### config.mk
export PLATFORM = sky130hd
export DESIGN_NAME = cpv_sqrt
export DESIGN_NICKNAME = d
export VERILOG_FILES = /design/src/rtl/circle_pushout_vector_top_macros.svh /design/src/rtl/cpv_sqrt.sv
export SDC_FILE = /design/constraint.sdc
export NUM_CORES = 2
export LEC_CHECK = 0
export ABC_AREA = 1
export BUFFER_PORTS_ARGS = -buffer_cell sky130_fd_sc_hd__buf_2
export CAP_MARGIN = 40
export CORE_ASPECT_RATIO = 1.25
export CORE_MARGIN = 3
export CORE_UTILIZATION = 45
export DETAILED_ROUTE_END_ITERATION = 10
export MAX_ROUTING_LAYER = met4
export PLACE_DENSITY = 0.59
export SYNTH_ARGS = -nofsm -noshare
export SYNTH_HDL_FRONTEND = slang
export SYNTH_SLANG_ARGS = --single-unit
### constraint.sdc
create_clock -name clk -period 1.92 [get_ports clk]
set_input_delay 0.192 -clock clk [delete_from_list [all_inputs] [get_ports clk]]
set_output_delay 0.192 -clock clk [all_outputs]
set_load 0.01 [all_outputs]
### src/rtl/circle_pushout_vector_top_macros.svh
// assertion macros for the circle push-out block
`ifndef CIRCLE_PUSHOUT_VECTOR_TOP_MACROS_SVH
`define CIRCLE_PUSHOUT_VECTOR_TOP_MACROS_SVH

// same-cycle implication, clocked on clk, off during rst
`define CPV_ASSERT_IMP(lbl, ante, cons, msg) \
  lbl: assert property (@(posedge clk) disable iff (rst) (ante) |-> (cons)) \
    else $error(msg);

// next-cycle implication, clocked on clk, off during rst
`define CPV_ASSERT_NXT(lbl, ante, cons, msg) \
  lbl: assert property (@(posedge clk) disable iff (rst) (ante) |=> (cons)) \
    else $error(msg);

`endif

### src/rtl/cpv_sqrt.sv
// pipelined integer square root, one root bit per stage
module cpv_sqrt #(
  parameter int RW = 48,
  parameter int PW = 8
) (
  input  logic                clk,
  input  logic                rst,
  input  logic                en,
  input  logic                in_valid,
  input  logic [RW-1:0]       in_rad,
  input  logic [PW-1:0]       in_pay,
  output logic                out_valid,
  output logic [RW/2-1:0]     out_root,
  output logic [PW-1:0]       out_pay
);
  localparam int N = RW / 2;

  logic          vld  [1:N];
  logic [RW-1:0] rad  [1:N];
  logic [N+1:0]  rem  [1:N];
  logic [N-1:0]  root [1:N];
  logic [PW-1:0] pay  [1:N];

  for (genvar i = 0; i < N; i++) begin : g_stage
    logic          c_vld;
    logic [RW-1:0] c_rad;
    logic [N+1:0]  c_rem;
    logic [N-1:0]  c_root;
    logic [PW-1:0] c_pay;
    logic [N+1:0]  sh;
    logic [N+1:0]  trial;
    logic          ge;

    if (i == 0) begin : g_first
      assign c_vld  = in_valid;
      assign c_rad  = in_rad;
      assign c_rem  = '0;
      assign c_root = '0;
      assign c_pay  = in_pay;
    end else begin : g_mid
      assign c_vld  = vld[i];
      assign c_rad  = rad[i];
      assign c_rem  = rem[i];
      assign c_root = root[i];
      assign c_pay  = pay[i];
    end

    always_comb begin
      sh    = {c_rem[N-1:0], c_rad[RW-1:RW-2]};
      trial = {c_root, 2'b01};
      ge    = (sh >= trial);
    end

    always_ff @(posedge clk) begin
      if (rst) begin
        vld[i+1] <= 1'b0;
      end else if (en) begin
        vld[i+1] <= c_vld;
      end
    end

    always_ff @(posedge clk) begin
      if (en) begin
        rad[i+1]  <= c_rad << 2;
        rem[i+1]  <= ge ? (sh - trial) : sh;
        root[i+1] <= {c_root[N-2:0], ge};
        pay[i+1]  <= c_pay;
      end
    end
  end

  assign out_valid = vld[N];
  assign out_root  = root[N];
  assign out_pay   = pay[N];
endmodule

After elaboration in Yosys (flattened, before gate mapping)
Memories as Yosys holds them, arrays and structs flattened. Index checks and enable logic that the tools add are counted.

Flip-flop bits (word level): 0. Memory bits (writable): 2520. Input bits: 60. Output and inout bits: 33. Memories kept: 5.

Memories: rad (depth 24, bits a word 46, rd ports 23, clocked after Yosys merged registers in 0, wr ports 24, RTL line cpv_sqrt.sv:19) `logic [RW-1:0] rad [1:N];`; rem (depth 24, bits a word 26, rd ports 23, clocked after Yosys merged registers in 0, wr ports 24, RTL line cpv_sqrt.sv:20) `logic [N+1:0] rem [1:N];`; root (depth 24, bits a word 24, rd ports 24, clocked after Yosys merged registers in 0, wr ports 24, RTL line cpv_sqrt.sv:21) `logic [N-1:0] root [1:N];`; pay (depth 24, bits a word 8, rd ports 24, clocked after Yosys merged registers in 0, wr ports 24, RTL line cpv_sqrt.sv:22) `logic [PW-1:0] pay [1:N];`; vld (depth 24, bits a word 1, rd ports 24, clocked after Yosys merged registers in 0, wr ports 24, RTL line cpv_sqrt.sv:18) `logic vld [1:N];`.

Add/sub/neg operators: 24. Order comparisons: 24. Mux-type cells: 54. Bitwise gates (word level): 24.

Operators by type and width (number): 26-bit two-way mux (24); 26-bit >= comparator (23); 26-bit subtractor (23); 1-bit two-way mux (30); 1-bit bitwise OR (24); 2-bit by 1-bit subtractor with 3-bit output (second input constant) (1); 2-bit by 1-bit >= comparator with 1-bit output (second input constant) (1).

Logic depth before layout (Yosys ltp)
Depth after elaboration: 4. Depth in mapped cells: 15.

Least setup slack after synthesis
OpenSTA, ideal clock, no wires.

Kind: register to register. Start: register rem[0][79] (netlist name). End: register rem[0][126] (netlist name). Setup time: 261 ps. Arrival: 1732 ps. Required time: 1659 ps. Path slack: -73 ps. Cell stages (with the launch flop): 10. Path through: edfxtp_1 > ha_1 > a21oi_1 > o21ai_1 > nor2_2 > nand2_1 > nor2_1 > buf_4 > buf_4 > a21oi_1.

==> out/qor.csv <==
stage,metric,value,unit
run_status,outcome,"finished, violations left",
run_status,failing checks,negative setup slack,
clocking,# clock sinks,1590,
min_path,Worst Hold Endpoint,rad[0][73],
sta,min Tclk post-route,2.19,ns
worst_setup_path,worst-path fanout max,5,
clocking,clock-pin transition on the worst setup and hold timing paths,0.06,ns
global_route,first-pass GRT wire length,347000,µm
power_and_ir_drop,Power Density,950,nW/µm²
floorplanning,Top Ports,93,
sta,final setup margin,-0.271,ns
sta,"Slew Viols, Final",0,
min_path,hold path depth,2,
synth,Synth Flop Type,edfxtp_1,
sta,final clock skew,0.0555,ns
floorplanning,die width,386,µm
clocking,root buf cell,clkbuf_16,
worst_setup_path,Reg2Reg Setup Slack,-0.27,ns
place,setup slack at placement,-0.561,ns
synth,Post-synth EDFFs,1590,
min_path,hold path startpoint,in_rad[27],
worst_setup_path,Reg-to-Reg End,rem[1][46],
drt,DRT Pass-1 Iters,6,
power_and_ir_drop,Max IR drop VDD,934,µV
drt,DRT antenna net count,0,
clocking,Longest Clk Path Bufs,3,
finish,Syn-to-layout area delta,43.9,%
sta,Hold Fails Final Rpt,0,
synth,Synth cell types,55,
drt,Initial DRC Count,3240,
worst_setup_path,FF-to-FF path depth,12,
synth,"Seq/Total Area, Yosys",58.7,%
worst_setup_path,FF-to-FF Start,root[0][193],
global_route,initial antenna violation count,1,
sta,worst-margin pin slew,0.655,ns
drt,Vias/cell,4.87,
worst_setup_path,CP Capture Type,flip-flop,
job,Max Cap Viol,0,
sta,Worst slew margin,56.3,%
sta,setup TNS,-58.25,ns
clocking,CTS Buf Count,164,
finish,Final Instance Area,117000,µm²
synth,cell count after synthesis,8686,
finish,post-layout util,65.4,%
min_path,Worst Hold Class,in -> reg,
sta,fmax,456,MHz
clocking,CTS tree,done,
sta,period utilisation layout,114,%
global_route,total gr overflow,0,
finish,fillcell total,14100,
place,routability cong.,0.953,
power_and_ir_drop,P_leak,52.7,nW
worst_setup_path,Critical Path AT,2.75,ns
clocking,Worst-Skew Late Latency,0.84,ns
floorplanning,CORE AREA,179000,µm²
place,Port Buffer Count,92,
finish,Nets,11500,
synth,Yosys Warn Count,0,
worst_setup_path,CP required,2.48,ns
clocking,H-Tree Depth,4,
sta,unrepaired setup endpoints after global routing,yes,
drt,DRC viols,0,
floorplanning,row cnt,173,
synth,Mean Syn Cell Area,9.36,µm²
power_and_ir_drop,final total power,0.111,W
synth,"FF+latch count, synth",1590,
worst_setup_path,Crit. Startpoint,root[0][193],
global_route,GRT Total Usage,24.6,%
floorplanning,Starting Density,45.5,%
worst_setup_path,Setup crit start kind,flip-flop,
global_route,vias in the first global route,65900,
global_route,largest net degree at the start of global routing,114,
floorplanning,Die Area,186000,µm²
place,Post-DP Area,97800,µm²
drt,DR WL/cell,16.8,µm
worst_setup_path,WS Path Type,reg -> reg,
floorplanning,die height,481,µm
sta,Final setup viols,481,
place,HPWL Detailed,166000,µm
finish,share of layout cells above drive strength 1,38.3,%
drt,routed wire length,229000,µm
synth,area of the mapped netlist,81300,µm²
synth,Syn Nets,9071,
synth,ys async rst share,0,%
drt,via count,66100,
layer usage:
layer	global-route usage, %	wire length [µm]	vias up
li1	-	-	33100
met1	26.9	87700	31100
met3	2.71	7100	591
met2	44.5	121000	1338
met5	-	0	-
met4	11.7	12500	0
how the worst max path moves through the flow:
stage	cells past startpoint	slack, ns	endpoint
after floorplan	9	0.0001	rem[2][26]
after CTS	13	-0.20	rem[2][187]
after global routing	14	-0.34	rem[2][157]
final	12	-0.27	rem[1][46]
after global placement	11	-0.57	rem[1][185]
after detailed placement	13	-0.56	rem[1][185]
flip-flops by register name, indices dropped and copies added, names as in the netlist:
name / flops
pay: 192
vld: 24
root: 300
rem: 522
rad: 552
cell families after synthesis:
group	count (synthesis)	share of synthesized area, %
simple gates	4495	23.1
flops	1590	58.7
buf+inv	1560	7.60
compound gates	496	3.25
fa+ha+maj	325	5.00
xor+xnor	219	2.36
other cells	1	0.00461
layout by cell type, fill, tap and decap left out, types with 31 or more instances in the layout:
master / instances
nand3b_1: 83
dlygate4sd3_1: 61
nand2_4: 202
o21ai_2: 52
xor2_1: 133
nor2_2: 131
o21ai_1: 36
buf_4: 1969
nand2_1: 2263
xnor2_1: 76
inv_1: 1234
nor2_4: 94
a21oi_2: 99
clkbuf_16: 175
nand4_1: 156
nand2_2: 476
a21oi_4: 50
o21ai_0: 58
nand3_2: 75
inv_2: 220
buf_6: 89
ha_4: 235
buf_12: 59
nor2_1: 512
ha_1: 88
a21oi_1: 164
edfxtp_1: 1590
clkinv_2: 31
nand3_1: 363
buf_2: 91
Yosys cell counts, types with 7 or more instances:
| cell | number | share of area (%) |
|---|---|---|
| nor2_2 | 28 | 0.22 |
| nand2_1 | 2918 | 13 |
| buf_6 | 25 | 0.35 |
| a21oi_2 | 7 | 0.075 |
| nor2_1 | 704 | 3.3 |
| inv_2 | 15 | 0.069 |
| nor3_1 | 47 | 0.29 |
| a21oi_1 | 304 | 1.9 |
| nand3_1 | 452 | 2.8 |
| xor2_1 | 141 | 1.5 |
| o21ai_2 | 16 | 0.17 |
| edfxtp_1 | 1590 | 59 |
| o21ai_1 | 48 | 0.30 |
| nor3b_1 | 7 | 0.065 |
| ha_1 | 325 | 5.0 |
| nand2_2 | 26 | 0.20 |
| xnor2_1 | 78 | 0.84 |
| inv_1 | 1464 | 6.8 |
| buf_4 | 22 | 0.20 |
| nand4_1 | 156 | 1.2 |
| o21ai_0 | 100 | 0.62 |
| nand3_2 | 13 | 0.16 |
| or2_2 | 18 | 0.14 |
| nor4_1 | 9 | 0.069 |
| o21bai_1 | 10 | 0.092 |
| buf_2 | 22 | 0.14 |
| nand3b_1 | 83 | 0.77 |
per-stage QoR:
step	hold WS, ns	instances
after floorplan	0.291	8686
after global placement	0.368	12700
after detailed placement	0.370	12700
after CTS	0.000138	13400
after global routing	0.0380	13600
final	0.0711	13600
area by class of cell:
cell class / count / area [µm²] / area share [%]
antenna: 1 / 2.50 / 0.00214
clock buffer: 186 / 4230 / 3.61
clock inverter: 116 / 1310 / 1.12
inverter: 1484 / 5710 / 4.88
multi-input combinational: 5537 / 36200 / 30.9
sequential: 1590 / 47700 / 40.8
tap: 2362 / 2960 / 2.53
timing repair buffer: 2303 / 18800 / 16.1
timing repair inverter: 6 / 76.3 / 0.0652
critical path, cell delays in order (launching register included):
cell,delay [ns]
edfxtp_1,0.49
inv_2,0.11
ha_4,0.23
a21oi_4,0.14
o21ai_4,0.08
nand2_2,0.08
nand2_2,0.06
nand2_2,0.10
nand3_4,0.11
nor2_4,0.19
buf_12,0.14
buf_8,0.13
a21oi_2,0.06
power breakdown:
group / total [W] / switching, W / internal (W)
Combinational: 0.0338 / 0.0178 / 0.0160
Sequential: 0.0451 / 0.00242 / 0.0427
Clock: 0.0322 / 0.0140 / 0.0182
Total: 0.111 / 0.0342 / 0.0769
what timing repair did:
action | CTS | global route
hold buffers | 61 | 0
endpoints found under the setup margin | 541 | 542
pin swaps | 383 | 354
endpoints found under the hold margin | 203 | 0
gates resized for setup | 1293 | 957
gates cloned | 24 | 10
setup buffers | 300 | 181
Note: power is estimated with default switching activity, not from simulation.
